<file path="src/rtl/dwpw_pkg.sv">
// Shared types and constants for the display window pixel writer.
// No dependencies; every other file refers to this package by scoped names.
package dwpw_pkg;

    localparam int COORD_W   = 16;
    localparam int SCREEN_W  = 11;
    localparam int COLOR_W   = 16;
    localparam int COUNT_W   = 21;
    localparam int PROD_W    = 2 * SCREEN_W;
    localparam int BURST_MAX = 11;
    localparam int BURST_LEN_W = $clog2(BURST_MAX + 1);
    localparam int IN_TDATA_W  = 88;
    localparam int APB_ADDR_W  = 3;
    localparam int APB_DATA_W  = 32;

    localparam logic [7:0] CMD_COLUMN_SET = 8'h2A;
    localparam logic [7:0] CMD_PAGE_SET   = 8'h2B;
    localparam logic [7:0] CMD_MEM_WRITE  = 8'h2C;
    localparam logic [7:0] BYTE_MASK      = 8'hFF;

    localparam logic [COUNT_W-1:0] COUNT_MAX = {COUNT_W{1'b1}};

    localparam logic [SCREEN_W-1:0] SCREEN_WIDTH_RESET  = 11'd480;
    localparam logic [SCREEN_W-1:0] SCREEN_HEIGHT_RESET = 11'd320;

    // Register indexes, selected by paddr[2]
    localparam logic REG_SCREEN_WIDTH  = 1'b0;
    localparam logic REG_SCREEN_HEIGHT = 1'b1;

    // Request kinds
    localparam logic FUNC_START   = 1'b0;
    localparam logic FUNC_ADVANCE = 1'b1;

    typedef struct packed {
        logic               func;
        logic [COORD_W-1:0] start_x;
        logic [COORD_W-1:0] start_y;
        logic [COORD_W-1:0] region_width;
        logic [COORD_W-1:0] region_height;
        logic               fill_mode;
        logic [COLOR_W-1:0] color;
    } item_t;

    typedef struct packed {
        logic       is_data;
        logic [7:0] value;
    } bus_word_t;

    typedef struct packed {
        logic                                valid;
        logic [BURST_LEN_W-1:0]              len;
        bus_word_t [BURST_MAX-1:0]           words;
    } burst_t;

endpackage

</file>
<file path="src/rtl/display_window_pixel_writer.sv">
// Top level of the display window pixel writer: request register, region
// logic, burst serializer and APB registers. Depends on dwpw_pkg and submodules.
//
//  channel   | role                       | fields
//  ----------+----------------------------+------------------------------------
//  s_axis    | request in                 | tuser: func; tdata: start_x,
//            |                            | start_y, region_width, region_height,
//            |                            | fill_mode, color
//  m_axis    | bus byte out               | tdata: bus_byte; tuser: is_data;
//            |                            | tlast: last byte of a request
//  apb       | screen_width, screen_height| 0x0 width, 0x4 height
//
// A request is held in one input register; the region logic turns it into a
// burst that the serializer loads once it is free, and the serializer sends
// one byte per cycle while m_axis_tready is high. A start yields eleven bytes,
// an advance two. A new request enters while the previous burst drains; the
// held request moves on as the last byte of the current burst is taken.
// Requests that produce no bytes leave the register without output. Reset
// clears the open region, restores 480 x 320 and empties both stages.
module display_window_pixel_writer
(
    input  logic                                clk,
    input  logic                                rst_n,
    // request channel
    input  logic                                s_axis_tvalid,
    output logic                                s_axis_tready,
    // [15:0] start_x, [31:16] start_y, [47:32] region_width,
    // [63:48] region_height, [64] fill_mode, [80:65] color, [87:81] zero
    input  logic [dwpw_pkg::IN_TDATA_W-1:0]     s_axis_tdata,
    // [0] func
    input  logic                                s_axis_tuser,
    // bus byte channel
    output logic                                m_axis_tvalid,
    input  logic                                m_axis_tready,
    // [7:0] bus_byte
    output logic [7:0]                          m_axis_tdata,
    // [0] is_data
    output logic                                m_axis_tuser,
    output logic                                m_axis_tlast,
    // configuration
    input  logic                                psel,
    input  logic                                penable,
    input  logic                                pwrite,
    input  logic [dwpw_pkg::APB_ADDR_W-1:0]     paddr,
    input  logic [dwpw_pkg::APB_DATA_W-1:0]     pwdata,
    output logic [dwpw_pkg::APB_DATA_W-1:0]     prdata,
    output logic                                pready
);

    logic                          in_valid_reg;
    logic                          in_valid_next;
    dwpw_pkg::item_t               in_item_reg;
    dwpw_pkg::item_t               in_item_next;
    logic                          take;
    logic                          burst_free;
    dwpw_pkg::burst_t              burst;
    logic [dwpw_pkg::SCREEN_W-1:0] screen_width;
    logic [dwpw_pkg::SCREEN_W-1:0] screen_height;

    // Accept a request when the holding register is empty or is being drained.
    assign s_axis_tready = ~in_valid_reg | take;

    always_comb
    begin
        in_valid_next = in_valid_reg & ~take;
        in_item_next  = in_item_reg;
        if (s_axis_tvalid && s_axis_tready)
        begin
            in_valid_next              = 1'b1;
            in_item_next.func          = s_axis_tuser;
            in_item_next.start_x       = s_axis_tdata[15:0];
            in_item_next.start_y       = s_axis_tdata[31:16];
            in_item_next.region_width  = s_axis_tdata[47:32];
            in_item_next.region_height = s_axis_tdata[63:48];
            in_item_next.fill_mode     = s_axis_tdata[64];
            in_item_next.color         = s_axis_tdata[80:65];
        end
    end

    always_ff @(posedge clk or negedge rst_n)
    begin
        if (!rst_n)
            in_valid_reg <= 1'b0;
        else
            in_valid_reg <= in_valid_next;
    end

    // Payload needs no reset.
    always_ff @(posedge clk)
    begin
        in_item_reg <= in_item_next;
    end

    dwpw_regs u_regs
    (
        .clk           (clk),
        .rst_n         (rst_n),
        .psel          (psel),
        .penable       (penable),
        .pwrite        (pwrite),
        .paddr         (paddr),
        .pwdata        (pwdata),
        .prdata        (prdata),
        .pready        (pready),
        .screen_width  (screen_width),
        .screen_height (screen_height)
    );

    dwpw_window u_window
    (
        .clk           (clk),
        .rst_n         (rst_n),
        .item_valid    (in_valid_reg),
        .item          (in_item_reg),
        .screen_width  (screen_width),
        .screen_height (screen_height),
        .burst_free    (burst_free),
        .take          (take),
        .burst         (burst)
    );

    dwpw_burst u_burst
    (
        .clk         (clk),
        .rst_n       (rst_n),
        .burst       (burst),
        .burst_free  (burst_free),
        .out_valid   (m_axis_tvalid),
        .out_ready   (m_axis_tready),
        .out_byte    (m_axis_tdata),
        .out_is_data (m_axis_tuser),
        .out_last    (m_axis_tlast)
    );

endmodule

</file>
<file path="src/rtl/dwpw_regs.sv">
// APB register file: screen width and height used for clipping.
// Depends on dwpw_pkg.
module dwpw_regs
(
    input  logic                               clk,
    input  logic                               rst_n,
    input  logic                               psel,
    input  logic                               penable,
    input  logic                               pwrite,
    input  logic [dwpw_pkg::APB_ADDR_W-1:0]    paddr,
    input  logic [dwpw_pkg::APB_DATA_W-1:0]    pwdata,
    output logic [dwpw_pkg::APB_DATA_W-1:0]    prdata,
    output logic                               pready,
    output logic [dwpw_pkg::SCREEN_W-1:0]      screen_width,
    output logic [dwpw_pkg::SCREEN_W-1:0]      screen_height
);

    logic [dwpw_pkg::SCREEN_W-1:0] screen_width_reg;
    logic [dwpw_pkg::SCREEN_W-1:0] screen_height_reg;
    logic                          wr_en;

    assign pready = 1'b1;
    assign wr_en  = psel & penable & pwrite & pready;

    always_ff @(posedge clk or negedge rst_n)
    begin
        if (!rst_n)
        begin
            screen_width_reg  <= dwpw_pkg::SCREEN_WIDTH_RESET;
            screen_height_reg <= dwpw_pkg::SCREEN_HEIGHT_RESET;
        end
        else if (wr_en)
        begin
            unique case (paddr[2])
                dwpw_pkg::REG_SCREEN_WIDTH:
                    screen_width_reg  <= pwdata[dwpw_pkg::SCREEN_W-1:0];
                dwpw_pkg::REG_SCREEN_HEIGHT:
                    screen_height_reg <= pwdata[dwpw_pkg::SCREEN_W-1:0];
                default: ;
            endcase
        end
    end

    always_comb
    begin
        prdata = '0;
        unique case (paddr[2])
            dwpw_pkg::REG_SCREEN_WIDTH:
                prdata[dwpw_pkg::SCREEN_W-1:0] = screen_width_reg;
            dwpw_pkg::REG_SCREEN_HEIGHT:
                prdata[dwpw_pkg::SCREEN_W-1:0] = screen_height_reg;
            default: prdata = '0;
        endcase
    end

    assign screen_width  = screen_width_reg;
    assign screen_height = screen_height_reg;

endmodule

</file>
<file path="src/rtl/dwpw_window.sv">
// Region state and burst builder: clips a start request, forms the command
// burst and pixel bursts, and keeps the open region. Depends on dwpw_pkg.
module dwpw_window
(
    input  logic                            clk,
    input  logic                            rst_n,
    input  logic                            item_valid,
    input  dwpw_pkg::item_t                 item,
    input  logic [dwpw_pkg::SCREEN_W-1:0]   screen_width,
    input  logic [dwpw_pkg::SCREEN_W-1:0]   screen_height,
    input  logic                            burst_free,
    output logic                            take,
    output dwpw_pkg::burst_t                burst
);

    logic [dwpw_pkg::COUNT_W-1:0] pixels_left_reg;
    logic [dwpw_pkg::COUNT_W-1:0] pixels_left_next;
    logic                         fill_mode_reg;
    logic                         fill_mode_next;
    logic [dwpw_pkg::COLOR_W-1:0] color_reg;
    logic [dwpw_pkg::COLOR_W-1:0] color_next;

    logic                          off_screen;
    logic [dwpw_pkg::COORD_W:0]    sum_x;
    logic [dwpw_pkg::COORD_W:0]    sum_y;
    logic [dwpw_pkg::SCREEN_W-1:0] width_clip;
    logic [dwpw_pkg::SCREEN_W-1:0] height_clip;
    logic [dwpw_pkg::COORD_W-1:0]  end_x;
    logic [dwpw_pkg::COORD_W-1:0]  end_y;
    logic [dwpw_pkg::PROD_W-1:0]   area;
    logic [dwpw_pkg::COUNT_W-1:0]  area_sat;
    logic [dwpw_pkg::COLOR_W-1:0]  pixel;
    logic                          is_start;

    assign take     = item_valid & burst_free;
    assign is_start = (item.func == dwpw_pkg::FUNC_START);

    // Clip to the panel; a start at or past the edge is dropped.
    always_comb
    begin
        off_screen = (item.start_x >= {5'd0, screen_width}) |
                     (item.start_y >= {5'd0, screen_height});
        sum_x = {1'b0, item.start_x} + {1'b0, item.region_width};
        sum_y = {1'b0, item.start_y} + {1'b0, item.region_height};

        if (item.region_width == '0)
            width_clip = '0;
        else if (sum_x > {6'd0, screen_width})
            width_clip = screen_width - item.start_x[dwpw_pkg::SCREEN_W-1:0];
        else
            width_clip = item.region_width[dwpw_pkg::SCREEN_W-1:0];

        if (item.region_height == '0)
            height_clip = '0;
        else if (sum_y > {6'd0, screen_height})
            height_clip = screen_height - item.start_y[dwpw_pkg::SCREEN_W-1:0];
        else
            height_clip = item.region_height[dwpw_pkg::SCREEN_W-1:0];

        end_x = item.start_x + {5'd0, width_clip} - 16'd1;
        end_y = item.start_y + {5'd0, height_clip} - 16'd1;

        area     = {{dwpw_pkg::SCREEN_W{1'b0}}, width_clip} *
                   {{dwpw_pkg::SCREEN_W{1'b0}}, height_clip};
        area_sat = (area > {1'b0, dwpw_pkg::COUNT_MAX}) ? dwpw_pkg::COUNT_MAX
                                                         : area[dwpw_pkg::COUNT_W-1:0];

        pixel = fill_mode_reg ? color_reg : item.color;
    end

    // Build the burst handed to the serializer, first byte at index 0.
    // Hand it over only when the serializer takes the request.
    always_comb
    begin
        burst       = '0;
        burst.valid = 1'b0;
        if (is_start)
        begin
            burst.valid    = take & ~off_screen;
            burst.len      = dwpw_pkg::BURST_LEN_W'(dwpw_pkg::BURST_MAX);
            burst.words[0] = '{is_data: 1'b0, value: dwpw_pkg::CMD_COLUMN_SET};
            burst.words[1] = '{is_data: 1'b1, value: item.start_x[15:8]};
            burst.words[2] = '{is_data: 1'b1, value: item.start_x[7:0] & dwpw_pkg::BYTE_MASK};
            burst.words[3] = '{is_data: 1'b1, value: end_x[15:8]};
            burst.words[4] = '{is_data: 1'b1, value: end_x[7:0]};
            burst.words[5] = '{is_data: 1'b0, value: dwpw_pkg::CMD_PAGE_SET};
            burst.words[6] = '{is_data: 1'b1, value: item.start_y[15:8]};
            burst.words[7] = '{is_data: 1'b1, value: item.start_y[7:0]};
            burst.words[8] = '{is_data: 1'b1, value: end_y[15:8]};
            burst.words[9] = '{is_data: 1'b1, value: end_y[7:0]};
            burst.words[10] = '{is_data: 1'b0, value: dwpw_pkg::CMD_MEM_WRITE};
        end
        else
        begin
            burst.valid    = take & (pixels_left_reg != '0);
            burst.len      = dwpw_pkg::BURST_LEN_W'(2);
            burst.words[0] = '{is_data: 1'b1, value: pixel[15:8]};
            burst.words[1] = '{is_data: 1'b1, value: pixel[7:0]};
        end
    end

    always_comb
    begin
        pixels_left_next = pixels_left_reg;
        fill_mode_next   = fill_mode_reg;
        color_next       = color_reg;
        if (take)
        begin
            if (is_start)
            begin
                if (off_screen)
                    pixels_left_next = '0;
                else
                begin
                    pixels_left_next = area_sat;
                    fill_mode_next   = item.fill_mode;
                    color_next       = item.color;
                end
            end
            else if (pixels_left_reg != '0)
                pixels_left_next = pixels_left_reg - dwpw_pkg::COUNT_W'(1);
        end
    end

    always_ff @(posedge clk or negedge rst_n)
    begin
        if (!rst_n)
        begin
            pixels_left_reg <= '0;
            fill_mode_reg   <= 1'b0;
            color_reg       <= '0;
        end
        else
        begin
            pixels_left_reg <= pixels_left_next;
            fill_mode_reg   <= fill_mode_next;
            color_reg       <= color_next;
        end
    end

endmodule

</file>
<file path="src/rtl/dwpw_burst.sv">
// Burst serializer: holds up to eleven bus words and shifts one out per
// accepted output request. Depends on dwpw_pkg.
module dwpw_burst
(
    input  logic             clk,
    input  logic             rst_n,
    input  dwpw_pkg::burst_t burst,
    output logic             burst_free,
    output logic             out_valid,
    input  logic             out_ready,
    output logic [7:0]       out_byte,
    output logic             out_is_data,
    output logic             out_last
);

    dwpw_pkg::bus_word_t [dwpw_pkg::BURST_MAX-1:0] words_reg;
    dwpw_pkg::bus_word_t [dwpw_pkg::BURST_MAX-1:0] words_next;
    logic [dwpw_pkg::BURST_LEN_W-1:0]              cnt_reg;
    logic [dwpw_pkg::BURST_LEN_W-1:0]              cnt_next;
    logic                                          out_fire;

    assign out_valid  = (cnt_reg != '0);
    assign out_fire   = out_valid & out_ready;
    assign burst_free = ~out_valid | (out_fire & (cnt_reg == dwpw_pkg::BURST_LEN_W'(1)));

    assign out_byte    = words_reg[0].value;
    assign out_is_data = words_reg[0].is_data;
    assign out_last    = (cnt_reg == dwpw_pkg::BURST_LEN_W'(1));

    always_comb
    begin
        words_next = words_reg;
        cnt_next   = cnt_reg;
        if (burst.valid)
        begin
            words_next = burst.words;
            cnt_next   = burst.len;
        end
        else if (out_fire)
        begin
            for (int i = 0; i < dwpw_pkg::BURST_MAX - 1; i++)
                words_next[i] = words_reg[i+1];
            words_next[dwpw_pkg::BURST_MAX-1] = '0;
            cnt_next = cnt_reg - dwpw_pkg::BURST_LEN_W'(1);
        end
    end

    always_ff @(posedge clk or negedge rst_n)
    begin
        if (!rst_n)
            cnt_reg <= '0;
        else
            cnt_reg <= cnt_next;
    end

    always_ff @(posedge clk)
    begin
        words_reg <= words_next;
    end

endmodule
</file>
<file path="config.mk">
export PLATFORM = sky130hd
export DESIGN_NAME = display_window_pixel_writer
export DESIGN_NICKNAME = d
export VERILOG_FILES = /design/src/rtl/dwpw_pkg.sv /design/src/rtl/display_window_pixel_writer.sv /design/src/rtl/dwpw_regs.sv /design/src/rtl/dwpw_window.sv /design/src/rtl/dwpw_burst.sv
export SDC_FILE = /design/constraint.sdc
export NUM_CORES = 1
export LEC_CHECK = 0
export ABC_AREA = 0
export BUFFER_PORTS_ARGS = -buffer_cell sky130_fd_sc_hd__buf_2
export CORE_MARGIN = 2
export CORE_UTILIZATION = 55
export CTS_BUF_LIST = sky130_fd_sc_hd__clkbuf_2 sky130_fd_sc_hd__clkbuf_4 sky130_fd_sc_hd__clkbuf_8
export CTS_CLUSTER_DIAMETER = 40
export CTS_CLUSTER_SIZE = 10
export DETAILED_ROUTE_END_ITERATION = 12
export PLACE_DENSITY = 0.75
export SLEW_MARGIN = 20
export SYNTH_ARGS = -nofsm -noshare
export SYNTH_HDL_FRONTEND = slang
export SYNTH_SLANG_ARGS = --single-unit
</file>
<file path="constraint.sdc">
create_clock -name clk -period 16.8 [get_ports clk]
set_clock_uncertainty 0.05 [all_clocks]
set_input_delay 3.36 -clock clk [delete_from_list [all_inputs] [get_ports clk]]
set_output_delay 3.36 -clock clk [all_outputs]
set_load 0.005 [all_outputs]
</file>
==> After elaboration in Yosys (flattened, before gate mapping) <==
Cells that the tools add are included.
{ "totals": {"ramBits": 0, "input_bits": 131, "memories": 0, "latchBits": 0, "rom_bits": 0, "regBits": 246, "out_inout_bits": 45} }
{ "op_classes": {"n_mul": 1, "order_cmp": 5, "addsub": 10, "n_mux": 18, "bitwise": 17, "eq_ne": 2, "div": 0, "n_shift": 0, "n_reduce_logical": 10} }
{ "ops": {"columns": ["operator", "n"], "rows": [
  ["2-to-1 mux 99 bit", 2],
  ["2-to-1 mux 21 bit", 4],
  ["2-to-1 mux 78 bit", 1],
  ["2-to-1 mux 11 bit", 4],
  ["adder 16 x 16 -> 17 bit", 2],
  ["greater-than comparator 17 x 11 -> 1 bit", 2],
  ["adder 16 x 11 -> 16 bit", 2],
  [">= comparator 16 x 11 -> 1 bit", 2],
  ["zero test 16 bit", 2],
  ["subtractor 16 x 1 -> 16 bit, second input constant", 2],
  ["greater-than comparator 22 x 21 -> 1 bit, second input constant", 1],
  ["multiplier 11 x 11 -> 22 bit", 1],
  ["case mux 11 bit (2 select lines)", 1],
  ["subtractor 11 bit", 2],
  ["nonzero test 21 bit", 1],
  ["subtractor 21 x 1 -> 21 bit, second input constant", 1],
  ["2-to-1 mux 17 bit", 1],
  ["2-to-1 mux 16 bit", 1],
  ["bitwise AND 1 bit", 8],
  ["2-to-1 mux 4 bit", 2],
  ["NOT 1 bit", 6],
  ["AND reduction 2 bit", 3],
  ["2-to-1 mux 5 bit", 1],
  ["equality test 4 x 1 -> 1 bit, second input constant", 1],
  ["8 further kinds", 10]
]} }

==> Longest topological paths before layout <==
{ "depth": {"depth_word": 9, "mapped_depth": 40} }

==> By module <==
From an unflattened synthesis, not the netlist that was laid out.
{ "unflattened": {"cells_unflattened": 1953, "area_unflattened_um2": 20269.4} }
{ "modules_own_cells": {"columns": ["mod", "cells_per_inst", "seq_area_each_um2", "area_each_um2", "n_inst"], "rows": [
  ["dwpw_window", 1534, 950.9, 12026.5, 1],
  ["dwpw_burst", 249, 3072.9, 4485.6, 1],
  ["display_window_pixel_writer", 86, 2487.4, 2516.2, 1],
  ["dwpw_regs", 84, 558.0, 1241.2, 1]
]} }

==> Least setup slack after synthesis <==
Ideal clock, no wire load.
{ "synth_path": {"path_type": "flip-flop to flip-flop", "startpoint": "reg in_item_reg[65] (netlist bit)", "endpoint": "reg u_window.pixels_left_reg[0] (netlist bit)", "required_time_ns": 16.600, "setup_slack_ns": 7.297, "path_stages_with_launch": 38, "period_less_slack_ns": 9.503, "arrival_ns": 9.304, "path_cell_list": "edfxtp_1 ha_1 inv_1 fa_1 nor2b_1 o31a_1 o41a_1 o21a_1 o21ai_0 a221oi_1 ha_1 a2111o_1 a21oi_1 o311ai_0 a2111oi_4 nand2_4 mux2i_1 clkbuf_1 [... 2 more ...] fa_1 inv_1 ha_1 fa_1 inv_1 fa_1 inv_1 ha_1 and2_1 o21ai_0 a21oi_1 o41ai_1 o21ai_0 a211o_1 and3_1 clkbuf_1 o21ai_0 o311ai_0"} }
{ "synth_via": {"elab_chain_len": 9} }
{ "synth_rtl": {"columns": ["element", "line", "source"], "rows": [
  ["start, declared", "display_window_pixel_writer.sv:52", "dwpw_pkg::item_t in_item_reg;"],
  ["start signal, assigned", "display_window_pixel_writer.sv:91", "in_item_reg <= in_item_next;"],
  ["adder 16 x 16 -> 17 bit", "dwpw_window.sv:43", "sum_x = {1'b0, item.start_x} + {1'b0, item.region_width};"],
  ["greater-than comparator 17 x 11 -> 1 bit", "dwpw_window.sv:48", "else if (sum_x > {6'd0, screen_width})"],
  ["2-to-1 mux 11 bit", "dwpw_window.sv:48", null],
  ["2-to-1 mux 11 bit", "dwpw_window.sv:46", "if (item.region_width == '0)"],
  ["multiplier 11 x 11 -> 22 bit", "dwpw_window.sv:63", "area = {{dwpw_pkg::SCREEN_W{1'b0}}, width_clip} *"],
  ["greater-than comparator 22 x 21 -> 1 bit", "dwpw_window.sv:65", "area_sat = (area > {1'b0, dwpw_pkg::COUNT_MAX}) ? dwpw_pkg::COUNT_MAX"],
  ["2-to-1 mux 21 bit", "dwpw_window.sv:65", null],
  ["2-to-1 mux 21 bit (*)", "dwpw_window.sv:111", "if (off_screen)"],
  ["2-to-1 mux 21 bit (*)", "dwpw_window.sv:109", "if (is_start)"],
  ["end signal, assigned", "dwpw_window.sv:135", "pixels_left_reg <= pixels_left_next;"],
  ["end, declared", "dwpw_window.sv:16", "logic [dwpw_pkg::COUNT_W-1:0] pixels_left_reg;"]
]} }
Mark *: on every way between the ends. The rest lies on a longest branch, timed or not.
A chain may end at the register's enable or synchronous reset.

==> Worst setup path after layout <==
{ "layout_path": {"startpoint": "reg in_item_reg[17] (netlist bit)", "endpoint": "reg u_window.pixels_left_reg[17] (netlist bit)"} }
{ "layout_via": {"elab_chain_len": 9} }
{ "layout_rtl": {"columns": ["element", "line", "source"], "rows": [
  ["adder 16 x 16 -> 17 bit", "dwpw_window.sv:44", "sum_y = {1'b0, item.start_y} + {1'b0, item.region_height};"],
  ["greater-than comparator 17 x 11 -> 1 bit", "dwpw_window.sv:55", "else if (sum_y > {6'd0, screen_height})"],
  ["2-to-1 mux 11 bit", "dwpw_window.sv:55", null],
  ["2-to-1 mux 11 bit (*)", "dwpw_window.sv:53", "if (item.region_height == '0)"],
  ["multiplier 11 x 11 -> 22 bit (*)", "dwpw_window.sv:63", null],
  ["greater-than comparator 22 x 21 -> 1 bit", "dwpw_window.sv:65", null],
  ["2-to-1 mux 21 bit (*)", "dwpw_window.sv:65", null],
  ["2-to-1 mux 21 bit (*)", "dwpw_window.sv:111", null],
  ["2-to-1 mux 21 bit (*)", "dwpw_window.sv:109", null]
]} }
Marked as above.

==> metrics <==
most frequently used flop master after synthesis=edfxtp_1; via count=14,722; worst path arrival time=11,600 ps; height of the chip=192 um; worst hold path type=reg2reg; Port Buffers=123; Setup Fix Bufs, Post-CTS=0; synthesized flop and latch total=237; most repeated library cell on the critical path=fa_1; clk buf depth=3; FMAX=89.2 MHz; Crit. End Element=flip-flop; n_diodes=0; DR WL/cell=18.4 um; Distinct cells, synth=72; Seq/Total Area, Yosys=34.9%; Final HPWL DP=35,100 um; Reg clk slew, reported paths=70 ps; Layout area overhead=8.80%; dominant cell type by area after synthesis=edfxtp_1; H-tree depth=2; final setup fails=0; Fillers=2,900; ANT nets after route=0; worst r2r src=in_item_reg[17]; die area=36,900 um^2; slew margin rel.=28.5%; global-route wire length before repair=73,500 um; Compound-Gate Fraction of Synth Area=13.9%; RSZ-0062 raised after global routing=false; crit start category=flip-flop; XOR/XNOR share of the synthesized area=2.97%; WL final=46,100 um; largest family of logic cells by synthesized area=adder cells; worst hold start=in_item_reg[16]; part of the cycle the worst path needs=66.8%; Least-Margin Pin Slew=1060 ps; Post-DP Area=20,400 um^2; yosys warns=0; overall routing resource usage=25.4%; hold_buf cts=0; slowest library cell on the worst path=nor2_1; max-cap violation count=0; largest net degree at the start of global routing=96; worst reg-to-reg path cell count=34; DRC=0; Worst path max stage delay=870 ps; number of global-route vias before repair=14,368; synth top area cells=edfxtp_1 27%, ha_1 14%, fa_1 8.8%; critical path class=reg2reg; worst hold margin=440 ps; fraction of registers with async set/reset=27.4%; Core ar.=34,700 um^2; layout cells sized above 1=15.3%; syn avg cell area=10.1 um^2; CTS root buf=clkbuf_8; global route overflow=0; TNS Setup=0 ps; post-synthesis simple-gate area fraction=12.6%; crit path max fanout=20; R2R Setup Slk=5580 ps; Chip Width=192 um; Crit path required time=17,180 ps; clk_lat worst skew=590 ps; Hold Crit Depth=1; fin nets=2,455; max-slew violations=0; DRT Pass-1 Iters=5; status=finished clean; max reg flops=82; Period minus WS final=11,220 ps; vias per inst=5.88; Mapped Cells=1,925; Sink Count=237; mux contribution to synthesized area=5.52%; RR Endpoint=u_window.pixels_left_reg[17]; Finished Cell Area=21,200 um^2; RePlAce Congestion=0.907; CTS tree=yes; Synth Area in Adders=22.8%; Fin. Hold Viols=0; IO Count=176; Hold EP=u_window.fill_mode_reg; mapped cell area=19,500 um^2; DRT iter0 DRCs=1,091; initial antenna violation count=1; Rows=68; Post-CTS Resized=0; top cell type's share of synthesized area=26.5%; CTS buffer count=36; number of flops mapped to enable cells by yosys=172; Starting Density=56.1%
## cells in the mapped netlist, types with 47 or more instances
master and instances:
a21o_1 48, a21oi_1 75, clkbuf_1 71, dfrtp_1 59, edfxtp_1 172, fa_1 86, ha_1 217, inv_1 233
mux2_2 62, nand2_1 86, nor2_1 100, nor3_1 95, o21ai_0 79, xnor2_1 47
## worst max-delay path: cells and delay by family, from the launching register on
| family | cells | cell delay [ps] |
|---|---|---|
| adder cells (fa/ha/maj) | 9 | 3670 |
| AO/OA/AOI/OAI | 11 | 3010 |
| AND/OR/NAND/NOR | 8 | 2870 |
| multiplexers | 1 | 550 |
| flip-flops | 1 | 490 |
| buffers and inverters | 4 | 190 |
| XOR/XNOR | 1 | 170 |
## placed cells by master (no fill, tap or decap), types with 47 or more instances in the layout
cell        n
ha_1      217
xnor2_1    47
nor2_1    100
edfxtp_1  172
mux2_2     62
a21o_1     48
inv_1     232
fa_1       86
dfrtp_1    59
nand2_1    85
buf_2     123
o21ai_0    79
a21oi_1    75
nor3_1     95
## cell families (layout without fill, tap and decap cells)
group | after synthesis | after routing
other | 2 | 22
AND/OR/NAND/NOR | 480 | 480
XOR/XNOR | 66 | 66
AO/OA/AOI/OAI | 393 | 393
multiplexers | 99 | 99
buffers and inverters | 345 | 449
adder cells (fa/ha/maj) | 303 | 303
flip-flops | 237 | 237
## layer usage
metal	part of all wire (%)	vias to the layer above	wire length [um]	GRT usage (%)
met5	0.033	-	15	0
met4	3.2	2	1470	9.42
met3	6.7	85	3070	4.20
met2	46	493	21400	41.5
met1	44	7077	20200	33.9
li1	-	7065	-	-
## worst max path at each step
stage,startpoint,to,slack (ps)
6_report,in_item_reg[17],u_window.pixels_left_reg[17],5580
5_1_grt,in_item_reg[17],u_window.pixels_left_reg[17],4760
4_1_cts,in_item_reg[17],u_window.pixels_left_reg[16],5640
3_5_place_dp,in_item_reg[17],u_window.pixels_left_reg[17],5730
3_3_place_gp,in_item_reg[17],u_window.pixels_left_reg[0],5910
2_1_floorplan,in_item_reg[65],u_window.pixels_left_reg[0],7300
## layout make-up
type | instances | area, um^2 | area share [%]
clock buffers | 47 | 584 | 2.76
clock inverters | 19 | 190 | 0.898
inverters | 235 | 883 | 4.17
multi-input cells | 1363 | 11300 | 53.6
flip-flops and latches | 237 | 6800 | 32.1
well taps | 455 | 569 | 2.69
repair buffers | 148 | 803 | 3.79
## through the flow
step | utilization (%) | worst slack [ps] | instances
2_1_floorplan | - | 7300 | 1945
3_3_place_gp | 58.7 | 5910 | 2438
3_5_place_dp | 58.8 | 5730 | 2438
4_1_cts | 61.0 | 5640 | 2504
5_1_grt | 61.0 | 4760 | 2504
6_report | 61.0 | 5580 | 2504
Power is not shown: default switching activity piles up to over one toggle a cycle in this logic, so the estimate is an artifact.
